**src/rtl/lr_pkg.sv**
```systemverilog
// Shared types and constants for the linear resampler.
`default_nettype none

package lr_pkg;

    localparam int SAMPLE_BITS_DEF = 16;
    localparam int LENGTH_BITS_DEF = 16;
    localparam int MAX_BURST_DEF   = 64;

    // Register index on the configuration port (byte address / 4)
    typedef enum logic {
        REG_SRC_LEN = 1'b0,
        REG_DST_LEN = 1'b1
    } lr_reg_t;

    typedef enum logic [3:0] {
        ST_IDLE,
        ST_CHECK,
        ST_MUL,
        ST_LERP_GO,
        ST_LERP_WAIT,
        ST_STEP_GO,
        ST_STEP_WAIT,
        ST_EMIT_COPY,
        ST_FINISH,
        ST_READ,
        ST_SHOW
    } lr_state_t;

endpackage

`default_nettype wire

```
**src/rtl/lr_div.sv**
```systemverilog
// Restoring divider, one quotient bit per cycle, shared by all divisions.
`default_nettype none

module lr_div #(
    parameter int DIVIDEND_BITS = 32,
    parameter int DIVISOR_BITS  = 16
) (
    input  wire logic                     clk,
    input  wire logic                     rst_n,
    input  wire logic                     start,
    input  wire logic [DIVIDEND_BITS-1:0] dividend,
    input  wire logic [DIVISOR_BITS-1:0]  divisor,
    output logic      [DIVIDEND_BITS-1:0] quotient,
    output logic      [DIVISOR_BITS-1:0]  remainder,
    output logic                          done
);

    localparam int CNT_BITS = $clog2(DIVIDEND_BITS);

    logic [DIVIDEND_BITS-1:0] quo_reg;
    logic [DIVISOR_BITS-1:0]  rem_reg;
    logic [DIVISOR_BITS-1:0]  dvs_reg;
    logic [CNT_BITS-1:0]      cnt_reg;
    logic                     busy_reg;
    logic                     done_reg;

    logic [DIVISOR_BITS:0]    trial;
    logic [DIVISOR_BITS:0]    diff;
    logic                     fits;

    // rem stays below the divisor, so trial - divisor fits the divisor width
    always_comb
    begin
        trial = {rem_reg, quo_reg[DIVIDEND_BITS-1]};
        fits  = (trial >= {1'b0, dvs_reg});
        diff  = trial - {1'b0, dvs_reg};
    end

    always_ff @(posedge clk or negedge rst_n)
    begin
        if (!rst_n)
        begin
            busy_reg <= 1'b0;
            done_reg <= 1'b0;
            cnt_reg  <= '0;
        end
        else if (start)
        begin
            busy_reg <= 1'b1;
            done_reg <= 1'b0;
            cnt_reg  <= '0;
        end
        else if (busy_reg)
        begin
            cnt_reg <= cnt_reg + CNT_BITS'(1);
            if (cnt_reg == CNT_BITS'(DIVIDEND_BITS - 1))
            begin
                busy_reg <= 1'b0;
                done_reg <= 1'b1;
            end
        end
        else
        begin
            done_reg <= 1'b0;
        end
    end

    always_ff @(posedge clk)
    begin
        if (start)
        begin
            quo_reg <= dividend;
            rem_reg <= '0;
            dvs_reg <= divisor;
        end
        else if (busy_reg)
        begin
            quo_reg <= {quo_reg[DIVIDEND_BITS-2:0], fits};
            rem_reg <= fits ? diff[DIVISOR_BITS-1:0] : trial[DIVISOR_BITS-1:0];
        end
    end

    assign quotient  = quo_reg;
    assign remainder = rem_reg;
    assign done      = done_reg;

endmodule

`default_nettype wire

```
**src/rtl/lr_buf.sv**
```systemverilog
// Burst result buffer: one write port, one registered read port.
`default_nettype none

module lr_buf #(
    parameter int WIDTH = 16,
    parameter int DEPTH = 64
) (
    input  wire logic                     clk,
    input  wire logic                     wr_en,
    input  wire logic [$clog2(DEPTH)-1:0] wr_addr,
    input  wire logic [WIDTH-1:0]         wr_data,
    input  wire logic                     rd_en,
    input  wire logic [$clog2(DEPTH)-1:0] rd_addr,
    output logic      [WIDTH-1:0]         rd_data
);

    logic [WIDTH-1:0] mem [DEPTH];
    logic [WIDTH-1:0] rd_data_reg;

    always_ff @(posedge clk)
    begin
        if (wr_en)
        begin
            mem[wr_addr] <= wr_data;
        end
    end

    always_ff @(posedge clk)
    begin
        if (rd_en)
        begin
            rd_data_reg <= mem[rd_addr];
        end
    end

    assign rd_data = rd_data_reg;

endmodule

`default_nettype wire

```
**src/rtl/linear_resampler.sv**
```systemverilog
// Linear resampler top: sequencer, datapath and configuration registers.
// Each computed output takes two passes of the shared one-bit-per-cycle divider; a repeated
// sample is copied through the check and copy states instead. Each input also passes a check
// and a finish state; results are buffered per input and then drained one beat at a time
// (read, then show), so the next input is taken only after the whole burst.
// Reset (asynchronous, active low) sets src_len and dst_len to 1 and clears all counters.
`default_nettype none

module linear_resampler #(
    parameter int SAMPLE_BITS = lr_pkg::SAMPLE_BITS_DEF,
    parameter int LENGTH_BITS = lr_pkg::LENGTH_BITS_DEF,
    parameter int MAX_BURST   = lr_pkg::MAX_BURST_DEF
) (
    input  wire logic                   clk,
    input  wire logic                   rst_n,
    // sample channel
    input  wire logic                   sample_valid,
    output logic                        sample_stall,
    input  wire logic [SAMPLE_BITS-1:0] sample,
    // result channel
    output logic                        result_valid,
    input  wire logic                   result_stall,
    output logic      [SAMPLE_BITS-1:0] value,
    output logic                        burst_last,
    output logic                        record_done,
    output logic                        burst_overflow,
    // configuration port
    input  wire logic                   psel,
    input  wire logic                   penable,
    input  wire logic                   pwrite,
    input  wire logic [2:0]             paddr,
    input  wire logic [31:0]            pwdata,
    output logic      [31:0]            prdata,
    output logic                        pready
);

    localparam int SB = SAMPLE_BITS;
    localparam int LB = LENGTH_BITS;
    localparam int DW = SAMPLE_BITS + LENGTH_BITS;
    localparam int CW = $clog2(MAX_BURST + 1);
    localparam int AW = $clog2(MAX_BURST);
    localparam logic [SB-1:0] SIGN_FLIP = {1'b1, {(SB-1){1'b0}}};
    localparam logic [LB-1:0] LEN_MAX   = {LB{1'b1}};

    lr_pkg::lr_state_t state_reg, state_next;

    logic [LB-1:0] src_len_reg, dst_len_reg;
    logic [SB-1:0] prev_reg, cur_reg, val_reg;
    logic [LB-1:0] in_idx_reg, out_idx_reg, left_idx_reg, frac_reg;
    logic [DW-1:0] prod_reg;
    logic          down_reg;
    logic [CW-1:0] n_reg, rd_ptr_reg;
    logic          ovf_reg, reached_reg;

    // control from the output decoder
    logic sample_take, result_take;
    logic div_start, div_step_sel, emit, lerp_done, buf_rd_en;

    // derived values
    logic [LB-1:0] s_eff, d_eff, den, stepv;
    logic          special, final_item, more;
    logic [SB-1:0] prev_off, cur_off, diff_abs;
    logic          cur_up;
    logic [LB:0]   sum;
    logic [DW-1:0] div_dividend, div_quo;
    logic [LB-1:0] div_rem;
    logic          div_done;
    logic [LB:0]   twice_rem;
    logic          rnd;
    logic [SB:0]   qq, lerp_res;
    logic [SB-1:0] lerp_val;
    logic [LB+1:0] nl;
    logic [SB-1:0] wr_val;
    logic          buf_wr_en;
    logic [SB-1:0] buf_rd_data;
    logic          last_beat;

    // ---------------- configuration ----------------
    assign pready = 1'b1;

    always_ff @(posedge clk or negedge rst_n)
    begin
        if (!rst_n)
        begin
            src_len_reg <= LB'(1);
            dst_len_reg <= LB'(1);
        end
        else if (psel && penable && pwrite && pready)
        begin
            unique case (lr_pkg::lr_reg_t'(paddr[2]))
                lr_pkg::REG_SRC_LEN: src_len_reg <= pwdata[LB-1:0];
                lr_pkg::REG_DST_LEN: dst_len_reg <= pwdata[LB-1:0];
                default: ;
            endcase
        end
    end

    always_comb
    begin
        unique case (lr_pkg::lr_reg_t'(paddr[2]))
            lr_pkg::REG_SRC_LEN: prdata = 32'(src_len_reg);
            lr_pkg::REG_DST_LEN: prdata = 32'(dst_len_reg);
            default:             prdata = '0;
        endcase
    end

    // ---------------- derived control values ----------------
    always_comb
    begin
        s_eff      = (src_len_reg == '0) ? LB'(1) : src_len_reg;
        d_eff      = (dst_len_reg == '0) ? LB'(1) : dst_len_reg;
        den        = d_eff - LB'(1);
        stepv      = s_eff - LB'(1);
        special    = (s_eff == LB'(1)) || (d_eff == LB'(1));
        final_item = ({1'b0, in_idx_reg} + (LB+1)'(1)) >= {1'b0, s_eff};
        if (special)
        begin
            more = (in_idx_reg == '0) && (out_idx_reg < d_eff);
        end
        else
        begin
            more = (in_idx_reg != '0) && (out_idx_reg < d_eff)
                   && (final_item || (left_idx_reg < in_idx_reg));
        end
    end

    // ---------------- sequencer ----------------
    always_comb
    begin
        state_next = state_reg;
        unique case (state_reg)
            lr_pkg::ST_IDLE:
                if (sample_take)
                begin
                    state_next = lr_pkg::ST_CHECK;
                end
            lr_pkg::ST_CHECK:
                if (!more)
                begin
                    state_next = lr_pkg::ST_FINISH;
                end
                else if (special)
                begin
                    state_next = lr_pkg::ST_EMIT_COPY;
                end
                else
                begin
                    state_next = lr_pkg::ST_MUL;
                end
            lr_pkg::ST_MUL:       state_next = lr_pkg::ST_LERP_GO;
            lr_pkg::ST_LERP_GO:   state_next = lr_pkg::ST_LERP_WAIT;
            lr_pkg::ST_LERP_WAIT:
                if (div_done)
                begin
                    state_next = lr_pkg::ST_STEP_GO;
                end
            lr_pkg::ST_STEP_GO:   state_next = lr_pkg::ST_STEP_WAIT;
            lr_pkg::ST_STEP_WAIT:
                if (div_done)
                begin
                    state_next = lr_pkg::ST_CHECK;
                end
            lr_pkg::ST_EMIT_COPY: state_next = lr_pkg::ST_CHECK;
            lr_pkg::ST_FINISH:
                state_next = (n_reg == '0) ? lr_pkg::ST_IDLE : lr_pkg::ST_READ;
            lr_pkg::ST_READ:      state_next = lr_pkg::ST_SHOW;
            lr_pkg::ST_SHOW:
                if (result_take)
                begin
                    state_next = last_beat ? lr_pkg::ST_IDLE : lr_pkg::ST_READ;
                end
            default:              state_next = lr_pkg::ST_IDLE;
        endcase
    end

    always_comb
    begin
        sample_stall = (state_reg != lr_pkg::ST_IDLE);
        result_valid = (state_reg == lr_pkg::ST_SHOW);
        div_start    = (state_reg == lr_pkg::ST_LERP_GO) || (state_reg == lr_pkg::ST_STEP_GO);
        div_step_sel = (state_reg == lr_pkg::ST_STEP_GO);
        lerp_done    = (state_reg == lr_pkg::ST_LERP_WAIT) && div_done;
        emit         = ((state_reg == lr_pkg::ST_STEP_WAIT) && div_done)
                       || (state_reg == lr_pkg::ST_EMIT_COPY);
        buf_rd_en    = (state_reg == lr_pkg::ST_READ);
    end

    assign sample_take = sample_valid && !sample_stall;
    assign result_take = result_valid && !result_stall;

    always_ff @(posedge clk or negedge rst_n)
    begin
        if (!rst_n)
        begin
            state_reg <= lr_pkg::ST_IDLE;
        end
        else
        begin
            state_reg <= state_next;
        end
    end

    // ---------------- arithmetic ----------------
    always_comb
    begin
        prev_off = prev_reg ^ SIGN_FLIP;
        cur_off  = cur_reg ^ SIGN_FLIP;
        cur_up   = (cur_off >= prev_off);
        diff_abs = cur_up ? (cur_off - prev_off) : (prev_off - cur_off);
        sum      = {1'b0, frac_reg} + {1'b0, stepv};
        div_dividend = div_step_sel ? DW'(sum) : prod_reg;
    end

    lr_div #(
        .DIVIDEND_BITS (DW),
        .DIVISOR_BITS  (LB)
    ) u_div (
        .clk       (clk),
        .rst_n     (rst_n),
        .start     (div_start),
        .dividend  (div_dividend),
        .divisor   (den),
        .quotient  (div_quo),
        .remainder (div_rem),
        .done      (div_done)
    );

    // round half up in offset binary: ties go up when rising, stay when falling
    always_comb
    begin
        twice_rem = {div_rem, 1'b0};
        rnd       = down_reg ? (twice_rem > {1'b0, den}) : (twice_rem >= {1'b0, den});
        qq        = {1'b0, div_quo[SB-1:0]} + (SB+1)'(rnd);
        lerp_res  = down_reg ? ({1'b0, prev_off} - qq) : ({1'b0, prev_off} + qq);
        lerp_val  = (left_idx_reg < in_idx_reg) ? (lerp_res[SB-1:0] ^ SIGN_FLIP) : cur_reg;
        nl        = (LB+2)'(left_idx_reg) + (LB+2)'(div_quo[LB:0]);
    end

    // ---------------- burst buffer ----------------
    assign wr_val    = (state_reg == lr_pkg::ST_EMIT_COPY) ? cur_reg : val_reg;
    assign buf_wr_en = emit && (n_reg < CW'(MAX_BURST));
    assign last_beat = ((rd_ptr_reg + CW'(1)) == n_reg);

    lr_buf #(
        .WIDTH (SB),
        .DEPTH (MAX_BURST)
    ) u_buf (
        .clk     (clk),
        .wr_en   (buf_wr_en),
        .wr_addr (n_reg[AW-1:0]),
        .wr_data (wr_val),
        .rd_en   (buf_rd_en),
        .rd_addr (rd_ptr_reg[AW-1:0]),
        .rd_data (buf_rd_data)
    );

    assign value          = buf_rd_data;
    assign burst_last     = last_beat;
    assign record_done    = reached_reg && last_beat;
    assign burst_overflow = ovf_reg;

    // ---------------- state and counters ----------------
    always_ff @(posedge clk or negedge rst_n)
    begin
        if (!rst_n)
        begin
            prev_reg     <= '0;
            in_idx_reg   <= '0;
            out_idx_reg  <= '0;
            left_idx_reg <= '0;
            frac_reg     <= '0;
            n_reg        <= '0;
            rd_ptr_reg   <= '0;
            ovf_reg      <= 1'b0;
            reached_reg  <= 1'b0;
        end
        else
        begin
            if (sample_take)
            begin
                n_reg       <= '0;
                ovf_reg     <= 1'b0;
                reached_reg <= 1'b0;
            end
            if (emit)
            begin
                // past the buffer depth, drop the result and flag the overflow; the output index still advances
                if (n_reg < CW'(MAX_BURST))
                begin
                    n_reg <= n_reg + CW'(1);
                end
                else
                begin
                    ovf_reg <= 1'b1;
                end
                out_idx_reg <= out_idx_reg + LB'(1);
                if (({1'b0, out_idx_reg} + (LB+1)'(1)) >= {1'b0, d_eff})
                begin
                    reached_reg <= 1'b1;
                end
            end
            if ((state_reg == lr_pkg::ST_STEP_WAIT) && div_done)
            begin
                left_idx_reg <= (nl[LB+1:LB] != 2'b00) ? LEN_MAX : nl[LB-1:0];
                frac_reg     <= div_rem;
            end
            if (state_reg == lr_pkg::ST_FINISH)
            begin
                prev_reg   <= cur_reg;
                rd_ptr_reg <= '0;
                if (final_item)
                begin
                    in_idx_reg   <= '0;
                    out_idx_reg  <= '0;
                    left_idx_reg <= '0;
                    frac_reg     <= '0;
                end
                else
                begin
                    in_idx_reg <= in_idx_reg + LB'(1);
                end
            end
            if ((state_reg == lr_pkg::ST_SHOW) && result_take)
            begin
                rd_ptr_reg <= rd_ptr_reg + CW'(1);
            end
        end
    end

    always_ff @(posedge clk)
    begin
        if (sample_take)
        begin
            cur_reg <= sample;
        end
        if (state_reg == lr_pkg::ST_MUL)
        begin
            prod_reg <= DW'(diff_abs) * DW'(frac_reg);
            down_reg <= !cur_up;
        end
        if (lerp_done)
        begin
            val_reg <= lerp_val;
        end
    end

    // ---------------- assertions ----------------
    a_burst_bound: assert property (@(posedge clk) disable iff (!rst_n)
        n_reg <= CW'(MAX_BURST))
        else $error("burst count past buffer depth");

    a_show_nonempty: assert property (@(posedge clk) disable iff (!rst_n)
        result_valid |-> (n_reg != '0) && (rd_ptr_reg < n_reg))
        else $error("result shown from an empty or exhausted burst");

    a_last_to_idle: assert property (@(posedge clk) disable iff (!rst_n)
        (result_take && burst_last) |=> (state_reg == lr_pkg::ST_IDLE))
        else $error("block not idle after the last beat of a burst");

    a_div_done_waiting: assert property (@(posedge clk) disable iff (!rst_n)
        div_done |-> (state_reg == lr_pkg::ST_LERP_WAIT)
                     || (state_reg == lr_pkg::ST_STEP_WAIT))
        else $error("divider finished with nobody waiting");

endmodule

`default_nettype wire
```
**config.mk**
```make
export PLATFORM = sky130hd
export DESIGN_NAME = linear_resampler
export DESIGN_NICKNAME = d
export VERILOG_FILES = /design/src/rtl/lr_pkg.sv /design/src/rtl/lr_div.sv /design/src/rtl/lr_buf.sv /design/src/rtl/linear_resampler.sv
export SDC_FILE = /design/constraint.sdc
export NUM_CORES = 2
export LEC_CHECK = 0
export ABC_AREA = 1
export CAP_MARGIN = 5
export CORE_AREA = 8 8 354 356
export CTS_CLUSTER_DIAMETER = 200
export DETAILED_ROUTE_END_ITERATION = 6
export DIE_AREA = 0 0 362 364
export DONT_BUFFER_PORTS = 1
export GPL_ROUTABILITY_DRIVEN = 0
export PLACE_DENSITY = 0.8
export SKIP_LAST_GASP = 1
export SLEW_MARGIN = 20
export SYNTH_ARGS = -nofsm -noshare
export SYNTH_HDL_FRONTEND = slang
export SYNTH_SLANG_ARGS = --single-unit
```
**constraint.sdc**
```tcl
create_clock -name clk -period 6.35 [get_ports clk]
set_input_delay 0.3175 -clock clk [delete_from_list [all_inputs] [get_ports clk]]
set_output_delay 0.3175 -clock clk [all_outputs]
set_load 0.005 [all_outputs]
```
==> out/metrics.csv <==
stage;metric;value;unit
finish;Design Area, Final;80400;um^2
run_status;violated checks;design-rule violations, negative setup slack;
finish;area of the multi-input gates;28400;um^2
critical_path;Startpoint Class;register;
floorplan;Die H;364;um
floorplan;Initial Util;57.8;%
routing;initial drt markers;7738;
global_routing;Remaining Overflow, GRT;0;
routing;DRC Markers;45;
synth;cell area after synthesis;68900;um^2
routing;drt total wl;206;mm
synth;Top FF cell, synth;edfxtp_1;
global_routing;Tot GR Track Use;29.4;%
cts;CTS HTree Levels;4;
finish;Storage cell area;38400;um^2
synth;EDFF count, synth;1153;
critical_path;worst reg2reg path endpoint;prod_reg[26];
placed_design;port bufs;0;
synth;Avg Cell Area, Syn;10.4;um^2
floorplan;Die W;362;um
power;power density over the cells;233;nW/um^2
critical_path;reg2reg path depth;32;
critical_path;Data arrival, critical path;7.86;ns
critical_path;slowest CP cell;fa_1;
sta;RSZ-0062 raised after global routing;true;
sta;Rel. slew slack;22.2;%
cts;clk buf depth;3;
routing;Wirelength per Cell;23.6;um
finish;# nets final;7569;
floorplan;IO Count;112;
sta;clock skew;0.0499;ns
sta;setup tns final;-16.86;ns
synth;Synth async-reset ratio;10.6;%
finish;number of flip-flops under the largest register name;1024;
critical_path;Crit Path Max Fanout;8;
critical_path;R2R setup slack;-0.99;ns
synth;register area share after synthesis;55.7;%
critical_path;Crit. End Element;register;
synth;Unique masters post-synth;68;
critical_path;Critical Path Source;cur_reg[1];
cts;CTS sink count;1308;
cts;CTS tree;built;
finish;Layout area overhead;16.6;%
finish;fillers;8035;
finish;share of cells above drive strength 1;16.2;%
power;total chip power;18.8;mW
synth;Ys Warns;0;
global_routing;vias in the first global route;53100;
critical_path;Largest stage delay, worst path;0.56;ns
sta;Period minus WS final;7.34;ns
routing;Avg Vias per Cell;6.28;
critical_path;Setup CP Type;register to register;
routing;antenna viol nets, final;0;
critical_path;CP most frequent cell;fa_1;
sta;Fmax;0.136;GHz
sta;worst slew pin tran;1.16;ns
sta;fin crit share;116;%
global_routing;largest net degree at the start of global routing;231;
critical_path;worst endpoint required time;6.87;ns
sta;worst setup margin;-0.990;ns
synth;Post-Synthesis Cells;6658;
power;leak pwr;31.6;nW
routing;drt first pass iters;7;
job;Max Cap Viol;0;
cts;clock slew seen by the registers of the worst setup and hold paths;0.06;ns
sta;final setup fails;28;
global_routing;first-pass GRT wire length;301;mm
cts;clock root buffer;clkbuf_16;
cts;Clock Latency Late Sink;0.80;ns
placed_design;placed instance area;73200;um^2
placed_design;placed wire-length estimate;125;mm
sta;pins over their slew limit;0;
global_routing;initial antenna violation count;1;
floorplan;die footprint;132000;um^2
placed_design;Setup Slack @ Placement;-0.711;ns
sta;final hold vios;0;
power;peak supply drop;0.322;mV
floorplan;Core Area;119000;um^2
critical_path;R2R Path Start;cur_reg[1];
min_path;Hold/Removal Path Class;input port to asynchronous set/reset pin;
synth;FF+latch count, synth;1308;
floorplan;num rows;127;
routing;vias post-DR;54900;
run_status;status;finished with violations;
cts;number of CTS-inserted buffers;134;
-- worst max-delay path: cells and delay by family, from the launching register on --
| kind | cells | cell delay (ns) |
|---|---|---|
| adders and majority gates | 8 | 3.68 |
| and+or+nand+nor | 11 | 1.63 |
| buffers and inverters | 11 | 1.12 |
| DFF | 1 | 0.44 |
| xor gates and xnor gates | 1 | 0.12 |
| AOI/OAI and AO/OA | 1 | 0.08 |
-- cell families after synthesis --
family	after synthesis	synth area share, %
other	2	0.0109
AO/OA/AOI/OAI	1550	12.6
AND/OR/NAND/NOR	2147	12.7
flip-flops	1308	55.7
buffers and inverters	1010	5.91
adder cells (fa/ha/maj)	491	11.1
XOR/XNOR	150	1.93
-- through the flow --
stage | hold WS, ns | cells | util [%]
after floorplan | 0.0219 | 6673 | -
after global placement | 0.0309 | 8371 | 61.4
after detailed placement | 0.0304 | 8371 | 61.4
after CTS | 0.120 | 8695 | 66.4
after global routing | 0.142 | 8741 | 67.4
final | 0.160 | 8742 | 67.4
-- worst max-delay path by stage --
stage              endpoint  slack, ns
2_1_floorplan  prod_reg[29]      -0.32
3_3_place_gp   prod_reg[30]      -0.63
3_5_place_dp   prod_reg[30]      -0.71
4_1_cts        prod_reg[30]      -0.52
5_1_grt        prod_reg[30]      -1.29
6_report       prod_reg[26]      -0.99
-- repair_timing --
| action | 4_1_cts | 5_1_grt |
|---|---|---|
| hold buffers | 37 | 0 |
| gates resized for setup | 197 | 200 |
| cloned | 2 | 0 |
| buffers inserted | 41 | 45 |
| setup endpoints to repair | 33 | 35 |
| pin swaps | 96 | 105 |
| hold endpoints to repair | 198 | 0 |
-- cells in the final DEF, fill, tap and decap left out, drive strengths merged, types with 16 or more instances in the layout --
master,instances
edfxtp,1153
nor2,1067
o21ai,884
nand2,774
inv,675
buf,510
o22ai,297
ha,291
fa,200
a21oi,190
nand3,172
clkbuf,172
dfrtp,137
xor2,114
clkinv,60
nor3,53
nand4,43
o221ai,42
dlygate4sd3,36
xnor2,35
a211oi,27
o211ai,24
a21o,20
or2,18
conb,17
a22o,16
dfxtp,16
-- synthesized netlist by cell type (6+ instances only) --
library cell	n	area, um^2
a21o_1	20	150
inv_1	647	2430
a22o_1	16	140
o211ai_1	24	180
o21bai_1	11	82.6
xnor2_1	35	307
nor2_2	20	125
xor2_1	114	998
nand3b_1	8	60.1
o21ai_0	864	4320
buf_6	11	124
a21oi_1	188	941
nor3_1	48	240
or2_2	15	93.8
nand4_1	42	263
fa_1	200	4000
dfrtp_1	137	3430
nor2_1	1043	3920
nand3_1	171	856
nand2_1	751	2820
nor4_1	8	50.1
inv_2	22	82.6
clkbuf_1	228	856
o21ai_1	18	90.1
o221ai_1	42	368
a211oi_1	26	195
o21a_1	10	75.1
o22ai_1	297	1860
dfxtp_1	16	320
edfxtp_1	1153	34600
ha_1	291	3640
buf_4	33	248
a31oi_1	6	37.5
nand2_2	21	131
buf_2	59	295
-- report_power, final --
part	switching, mW	internal, mW
clock network	3.51	4.54
registers	0.0630	9.29
logic	0.918	0.448
-- metal layers --
metal  track usage [%]  vias up  routed length, um
met3              6.90      969              22900
met4              18.3        0              15000
li1                  -    23700                  -
met1              35.3    26300              70800
met5                 0        -                  0
met2              48.0     3948              97100
-- layout make-up --
type / count / share of cell area (%)
sequential: 1308 / 47.8
multi-input combinational: 4355 / 35.3
inverter: 673 / 3.19
clock inverter: 72 / 1.04
timing repair inverter: 2 / 0.0233
antenna: 2 / 0.00622
timing repair buffer: 546 / 5.54
clock buffer: 172 / 4.58
tap: 1612 / 2.51
(Power assumes the default switching activity.)
